--- config.mk ---
export PLATFORM = sky130hd
export DESIGN_NAME = bundle_header_parser_core
export DESIGN_NICKNAME = d
export VERILOG_FILES = /design/src/rtl/core/bhp_pkg.sv /design/src/rtl/core/bundle_header_parser_core.sv
export VERILOG_INCLUDE_DIRS = /design/src /design/src/rtl/core
export SDC_FILE = /design/constraint.sdc
export NUM_CORES = 1
export LEC_CHECK = 0
export BUFFER_PORTS_ARGS = -buffer_cell sky130_fd_sc_hd__buf_2
export CAP_MARGIN = 30
export CORE_AREA = 2 2 306 308
export CTS_CLUSTER_DIAMETER = 150
export CTS_CLUSTER_SIZE = 28
export DETAILED_ROUTE_END_ITERATION = 8
export DIE_AREA = 0 0 308 310
export GPL_TIMING_DRIVEN = 0
export PLACE_DENSITY = 0.56
export SLEW_MARGIN = 20
export SYNTH_ARGS = -nofsm -noshare
export SYNTH_HDL_FRONTEND = slang
export SYNTH_SLANG_ARGS = --single-unit
--- constraint.sdc ---
create_clock -name clock -period 10.45 [get_ports clock]
set_input_delay 0.5225 -clock clock [delete_from_list [all_inputs] [get_ports clock]]
set_output_delay 0.5225 -clock clock [all_outputs]
set_load 0.02 [all_outputs]
--- src/rtl/core/bundle_header_parser_core_macros.svh ---
// assertion macros for the bundle header parser
`ifndef BUNDLE_HEADER_PARSER_CORE_MACROS_SVH
`define BUNDLE_HEADER_PARSER_CORE_MACROS_SVH

// same-cycle implication, off while reset is high
`define BHP_ASSERT_NOW(label, clk, rst, ante, cons, msg) \
   label: assert property (@(posedge clk) disable iff (rst) (ante) |-> (cons)) \
      else $error(msg);

// next-cycle implication, off while reset is high
`define BHP_ASSERT_NEXT(label, clk, rst, ante, cons, msg) \
   label: assert property (@(posedge clk) disable iff (rst) (ante) |=> (cons)) \
      else $error(msg);

`endif

--- src/rtl/core/bhp_pkg.sv ---
// constants and result type for the bundle header parser
package bhp_pkg;

   localparam int unsigned HEADER_BYTES = 26;
   localparam int unsigned HDR_IDX_W    = $clog2(HEADER_BYTES);

   localparam logic [7:0] VERSION_WANTED = 8'd3;
   localparam int unsigned OFS_MAGIC   = 0;
   localparam int unsigned OFS_VERSION = 4;
   localparam int unsigned OFS_FLAGS   = 5;
   localparam int unsigned OFS_DEX     = 6;
   localparam int unsigned OFS_MARKER  = 9;
   localparam int unsigned OFS_KEY_ID  = 10;
   localparam int unsigned OFS_RECORDS = 12;
   localparam int unsigned OFS_TABLE   = 14;
   localparam int unsigned OFS_PAYLOAD = 18;

   localparam int unsigned CNT_W = 64;

   // first member lands in the highest bits, header_ok in bit 0
   typedef struct packed {
      logic [32:0] payload_start;
      logic [63:0] payload_length;
      logic [31:0] bridge_table_length;
      logic [15:0] bridge_records;
      logic [15:0] key_id_length;
      logic [23:0] dex_version;
      logic [7:0]  flags_byte;
      logic [7:0]  fmt_version;
      logic        header_ok;
   } rsp_type;

   localparam int unsigned RSP_BITS   = $bits(rsp_type);
   localparam int unsigned RSP_DATA_W = ((RSP_BITS + 7) / 8) * 8;

endpackage

--- src/rtl/core/bundle_header_parser_core.sv ---
// bundle header parser: byte counter, header capture and verdict
// a final byte goes through the input register, then the result register, to rsp_tvalid
// throughput: one byte per cycle; a stalled result holds the next final byte and the intake
// the verdict path is one 65-bit length sum and compare behind the input register
// reset clears the byte counter, the magic register and all valid flags
// header bytes hold no reset and are always rewritten before a full bundle reads them
`include "bundle_header_parser_core_macros.svh"

module bundle_header_parser_core
   import bhp_pkg::*;
(
   input  logic                  clock,
   input  logic                  reset,
   // configuration
   input  logic                  csr_valid,
   output logic                  csr_ready,
   input  logic [31:0]           csr_data,    // magic_word
   // byte stream in
   input  logic                  req_tvalid,
   output logic                  req_tready,
   input  logic [7:0]            req_tdata,   // data_byte
   input  logic                  req_tlast,   // last_byte
   // verdict out
   output logic                  rsp_tvalid,
   input  logic                  rsp_tready,
   // header_ok[0], fmt_version[8:1], flags_byte[16:9], dex_version[40:17],
   // key_id_length[56:41], bridge_records[72:57], bridge_table_length[104:73],
   // payload_length[168:105], payload_start[201:169], zero fill above
   output logic [RSP_DATA_W-1:0] rsp_tdata
);

   logic [31:0]      magic_ff, magic_in;
   logic             in_valid_ff, in_valid_in;
   logic [7:0]       in_data_ff;
   logic             in_last_ff;
   logic [CNT_W-1:0] cnt_ff, cnt_in;
   logic [7:0]       hdr_ff [HEADER_BYTES];
   logic             rsp_valid_ff, rsp_valid_in;
   rsp_type          rsp_ff;

   logic             out_free;
   logic             s1_advance;
   logic             hdr_wr;
   logic [HDR_IDX_W-1:0] hdr_idx;
   logic [CNT_W-1:0] cnt_inc;
   logic [7:0]       hv [HEADER_BYTES];
   logic [15:0]      key_len;
   logic [15:0]      records;
   logic [31:0]      table_len;
   logic [63:0]      pay_len;
   logic [32:0]      pay_ofs;
   logic [64:0]      total;
   logic             full_hdr;
   logic             ok;
   rsp_type          rsp_in;

   assign csr_ready  = 1'b1;
   assign out_free   = !rsp_valid_ff || rsp_tready;
   assign s1_advance = in_valid_ff && (!in_last_ff || out_free);
   assign req_tready = !in_valid_ff || s1_advance;

   always_comb begin
      magic_in = magic_ff;
      if (csr_valid && csr_ready) begin
         magic_in = csr_data;
      end
   end

   always_comb begin
      in_valid_in = in_valid_ff;
      if (req_tready) begin
         in_valid_in = req_tvalid;
      end
   end

   // saturating byte count including the byte in the input register
   assign cnt_inc = (&cnt_ff) ? cnt_ff : cnt_ff + CNT_W'(1);
   assign hdr_wr  = s1_advance && (cnt_ff < CNT_W'(HEADER_BYTES));
   assign hdr_idx = cnt_ff[HDR_IDX_W-1:0];

   always_comb begin
      cnt_in = cnt_ff;
      if (s1_advance) begin
         cnt_in = in_last_ff ? '0 : cnt_inc;
      end
   end

   // header as it stands once the current byte is written
   always_comb begin
      for (int i = 0; i < HEADER_BYTES; i++) begin
         hv[i] = (hdr_wr && hdr_idx == HDR_IDX_W'(i)) ? in_data_ff : hdr_ff[i];
      end
   end

   assign key_len   = {hv[OFS_KEY_ID+1], hv[OFS_KEY_ID]};
   assign records   = {hv[OFS_RECORDS+1], hv[OFS_RECORDS]};
   assign table_len = {hv[OFS_TABLE+3], hv[OFS_TABLE+2], hv[OFS_TABLE+1], hv[OFS_TABLE]};
   assign pay_len   = {hv[OFS_PAYLOAD+7], hv[OFS_PAYLOAD+6], hv[OFS_PAYLOAD+5],
                       hv[OFS_PAYLOAD+4], hv[OFS_PAYLOAD+3], hv[OFS_PAYLOAD+2],
                       hv[OFS_PAYLOAD+1], hv[OFS_PAYLOAD]};
   assign pay_ofs   = 33'(HEADER_BYTES) + {17'b0, key_len} + {1'b0, table_len};
   assign total     = {32'b0, pay_ofs} + {1'b0, pay_len};
   assign full_hdr  = cnt_inc >= CNT_W'(HEADER_BYTES);

   assign ok = full_hdr
      && ({hv[OFS_MAGIC+3], hv[OFS_MAGIC+2], hv[OFS_MAGIC+1], hv[OFS_MAGIC]} == magic_ff)
      && (hv[OFS_VERSION] == VERSION_WANTED)
      && (hv[OFS_MARKER] == 8'd0)
      && (total == {1'b0, cnt_inc});

   always_comb begin
      rsp_in = '0;
      if (full_hdr) begin
         rsp_in.fmt_version         = hv[OFS_VERSION];
         rsp_in.flags_byte          = hv[OFS_FLAGS];
         rsp_in.dex_version         = {hv[OFS_DEX+2], hv[OFS_DEX+1], hv[OFS_DEX]};
         rsp_in.key_id_length       = key_len;
         rsp_in.bridge_records      = records;
         rsp_in.bridge_table_length = table_len;
         rsp_in.payload_length      = pay_len;
         rsp_in.payload_start       = pay_ofs;
      end
      rsp_in.header_ok = ok;
   end

   always_comb begin
      rsp_valid_in = rsp_valid_ff;
      if (s1_advance && in_last_ff) begin
         rsp_valid_in = 1'b1;
      end else if (rsp_tready) begin
         rsp_valid_in = 1'b0;
      end
   end

   always_ff @(posedge clock) begin
      if (reset) begin
         magic_ff     <= '0;
         in_valid_ff  <= 1'b0;
         cnt_ff       <= '0;
         rsp_valid_ff <= 1'b0;
      end else begin
         magic_ff     <= magic_in;
         in_valid_ff  <= in_valid_in;
         cnt_ff       <= cnt_in;
         rsp_valid_ff <= rsp_valid_in;
      end
   end

   always_ff @(posedge clock) begin
      if (req_tready && req_tvalid) begin
         in_data_ff <= req_tdata;
         in_last_ff <= req_tlast;
      end
      if (hdr_wr) begin
         hdr_ff[hdr_idx] <= in_data_ff;
      end
      if (s1_advance && in_last_ff) begin
         rsp_ff <= rsp_in;
      end
   end

   assign rsp_tvalid = rsp_valid_ff;
   assign rsp_tdata  = {(RSP_DATA_W - RSP_BITS)'(0), rsp_ff};

   `BHP_ASSERT_NEXT(a_rsp_from_last, clock, reset, !rsp_valid_ff,
      !rsp_valid_ff || $past(in_valid_ff && in_last_ff), "result without a final byte")
   `BHP_ASSERT_NEXT(a_cnt_clears, clock, reset, s1_advance && in_last_ff,
      cnt_ff == '0, "byte count not cleared after final byte")
   `BHP_ASSERT_NEXT(a_cnt_counts, clock, reset, s1_advance && !in_last_ff,
      cnt_ff != '0, "byte count did not advance")
   `BHP_ASSERT_NOW(a_ok_offset, clock, reset, rsp_valid_ff && rsp_ff.header_ok,
      rsp_ff.payload_start >= 33'(HEADER_BYTES), "pass with offset below header size")

endmodule
==> flow_metrics.env <==
export IMPL_ys_flop_type="edfxtp_1"
export IMPL_routed_via_density=5.18
export IMPL_cp_required_ps=10870
export IMPL_firstDrtPassIters=6
export IMPL_clock_path_buffers=3
export IMPL_drive_above_1_share_pct=16.9
export IMPL_synthTopCellsByCount="edfxtp_1, nor2_1, nand2_1, xnor2_1, a21oi_1"
export IMPL_hpwlAfterDp_um=75100
export IMPL_drt_total_wl_um=97100
export IMPL_worst_setup_path_start_kind="register"
export IMPL_max_slew_worst_pin_slew_ps=1090
export IMPL_cts_buffers_inserted=22
export IMPL_finalHoldViolCount=0
export IMPL_ys_top_cells_by_area="edfxtp_1, dfxtp_1, xnor2_1"
export IMPL_path_buf_inv=4
export IMPL_status="finished, final reports clean"
export IMPL_wire_per_inst_um=23.6
export IMPL_crit_cells=42
export IMPL_async_flop_share_pct=0
export IMPL_drt_iter0_drc=2045
export IMPL_post_route_period_util_pct=95.9
export IMPL_period_minus_slack_ps=10020
export IMPL_vias=21300
export IMPL_cts_tree="built"
export IMPL_cpLargestDelayFamily="simple AND/OR/NAND/NOR gates"
export IMPL_ir_drop_mv=0.107
export IMPL_die_area_um2=95500
export IMPL_r2r_slack_ps=430
export IMPL_drv_cap=0
export IMPL_fillers=9332
export IMPL_power_density_nw_per_um2=113
export IMPL_synthCells=2583
export IMPL_grt_use_total_pct=19.7
export IMPL_gr_total_overflow=0
export IMPL_rows=112
export IMPL_ant_nets=0
export IMPL_timing_rr_end="rsp_tdata[0]$_DFFE_PP_"
export IMPL_clock_sinks=517
export IMPL_portBuffers=247
export IMPL_crit_fanout=19
export IMPL_n_antenna_cell=0
export IMPL_crit_end="rsp_tdata[0]$_DFFE_PP_"
export IMPL_cp_slowest_cell="or4_4"
export IMPL_drc=0
export IMPL_dp_cells=4061
export IMPL_relSlewSlack_pct=27.2
export IMPL_grt_pass1_wl_um=139000
export IMPL_yosysMostFrequentCell="edfxtp_1"
export IMPL_core_area_um2=92500
export IMPL_clock_root_buffer="clkbuf_16"
export IMPL_ys_warnings_count=0
export IMPL_final_cells=4108
export IMPL_hp_class="in -> reg"
export IMPL_holdWs_ps=116
export IMPL_ys_types=85
export IMPL_ctsHoldBuffers=0
export IMPL_die_h_um=310
export IMPL_syn_area_per_cell_um2=10.7
export IMPL_critPathKind="reg -> reg"
export IMPL_crit_start="cnt_ff[39]$_SDFFE_PP0P_"
export IMPL_clock_latency_ps=630
export IMPL_clk_pin_slew_ps=130
export IMPL_yosysSeqAreaShare_pct=52.8
export IMPL_critPathMaxStageDelay_ps=550
export IMPL_drv_slew=0
export IMPL_start_util_pct=29.8
export IMPL_p_leak_nw=11.7
export IMPL_syn_cell_area_um2=27500
export IMPL_grt_start_max_net_pins=56
export IMPL_antenna_found_initial=1
export IMPL_synth_largest_area_cell="edfxtp_1"
export IMPL_synth_top_area_share_pct=45.7
export IMPL_reg2reg_depth=42
export IMPL_ys_ff_latch=517
export IMPL_max_freq_mhz=99.8
export IMPL_timing_rr_start="cnt_ff[39]$_SDFFE_PP0P_"
export IMPL_setup_tns_ps=0
export IMPL_cts_max_level=1
export IMPL_synth_edff_count=419
export IMPL_die_w_um=308
export IMPL_setup_viol=0
export IMPL_grt_pass1_vias=20200
export IMPL_final_nets=3013
export IMPL_fin_skew_ps=65.7
export IMPL_gp_congestion=0.985
export IMPL_cp_end_kind="register"
export IMPL_cp_arrival_ps=10440
export IMPL_io_pins=257
export IMPL_area_growth_pct=15.4
[state kept, by name (all words and copies together) (netlist names)]
signal and flops:
cnt_ff 64, hdr_ff 208, in_data_ff 8, in_last_ff 1
in_valid_ff 1, magic_ff 32, rsp_tdata 202, rsp_tvalid 1
[worst register-to-register path: cells and delay by family, from the launching register on]
family	cells	cell delay, ps
and+or+nand+nor	22	5320
AOI/OAI and AO/OA	11	2110
adders and majority gates	3	990
buffers and inverters	4	720
xor gates and xnor gates	2	340
DFF	1	320
[through the flow]
step / total power, mW / instance area, um^2 / util [%] / setup slack (ps)
after floorplan: 2.41 / 27500 / - / 1270
after global placement: 2.53 / 30300 / 32.7 / -2800
after detailed placement: 2.54 / 30800 / 33.3 / -2440
after CTS: 3.60 / 31600 / 34.2 / 20.2
after global routing: 3.69 / 31800 / 34.3 / -75.0
final: 3.58 / 31800 / 34.3 / 427
[worst min path at each step]
stage	start	to	cells past startpoint	slack, ps
6_report	req_tdata[2]	in_data_ff[2]$_DFFE_PP_	1	120
5_1_grt	req_tdata[6]	in_data_ff[6]$_DFFE_PP_	1	90
4_1_cts	req_tdata[2]	in_data_ff[2]$_DFFE_PP_	1	90
3_5_place_dp	magic_ff[19]$_SDFFE_PP0P_	magic_ff[19]$_SDFFE_PP0P_	2	510
3_3_place_gp	magic_ff[19]$_SDFFE_PP0P_	magic_ff[19]$_SDFFE_PP0P_	2	510
2_1_floorplan	magic_ff[12]$_SDFFE_PP0P_	magic_ff[12]$_SDFFE_PP0P_	2	480
[layer usage]
layer	track usage, %	vias to the layer above	part of all wire [%]
li1	-	9959	-
met1	25.4	10400	42
met2	33.5	773	48
met3	2.18	184	5.6
met4	8.77	2	5.1
met5	0	-	0.013
[layout by cell type (no fill, tap or decap), drive strengths merged, types with 5 or more instances in the layout]
| master | count |
|---|---|
| a2111oi | 5 |
| a211oi | 9 |
| a21o | 16 |
| a21oi | 150 |
| a22oi | 26 |
| a31oi | 18 |
| and2 | 88 |
| and3 | 35 |
| and4 | 11 |
| buf | 342 |
| clkbuf | 143 |
| conb | 7 |
| dfxtp | 98 |
| edfxtp | 419 |
| ha | 70 |
| inv | 61 |
| mux2 | 48 |
| mux2i | 98 |
| nand2 | 202 |
| nand2b | 6 |
| nand3 | 76 |
| nand3b | 11 |
| nand4 | 67 |
| nor2 | 245 |
| nor2b | 71 |
| nor3 | 58 |
| nor3b | 6 |
| nor4 | 46 |
| o2111ai | 8 |
| o211ai | 10 |
| o21a | 11 |
| o21ai | 128 |
| o21bai | 9 |
| or2 | 11 |
| or3 | 23 |
| or4 | 8 |
| xnor2 | 159 |
| xor2 | 58 |
[cells by family (layout without fill, tap and decap cells)]
family                     count (synthesis)  count (layout)  synth area share [%]
AOI/OAI and AO/OA                        429             429                  9.45
xor gates and xnor gates                 217             217                  6.91
adders and majority gates                 72              72                  3.33
buffers and inverters                    225             548                  3.46
DFF                                      517             517                  52.8
muxes                                    146             146                  5.53
other                                      2               7                0.0273
and+or+nand+nor                          975             975                  18.5
[timing repair]
| action | in CTS | in global routing |
|---|---|---|
| setup endpoints to repair | 1 | 1 |
| gates resized for setup | 34 | 30 |
| buffers inserted | 2 | 9 |
| pin swaps | 5 | 15 |
[power breakdown]
group	internal (mW)	switching, mW
sequential	2.24	0.0217
clock	0.422	0.664
combinational	0.0653	0.163
total	2.73	0.849
[final cells by class]
cell class / instances / area (um^2) / area share, %
Clock inverter: 2 / 17.5 / 0.0552
Tap cell: 1197 / 1500 / 4.72
Multi-Input combinational cell: 1846 / 12300 / 38.7
Inverter: 60 / 225 / 0.709
Buffer: 161 / 741 / 2.33
Clock buffer: 38 / 632 / 1.99
Timing Repair Buffer: 287 / 1810 / 5.69
Sequential cell: 517 / 14500 / 45.8
(Power assumes the default switching activity.)
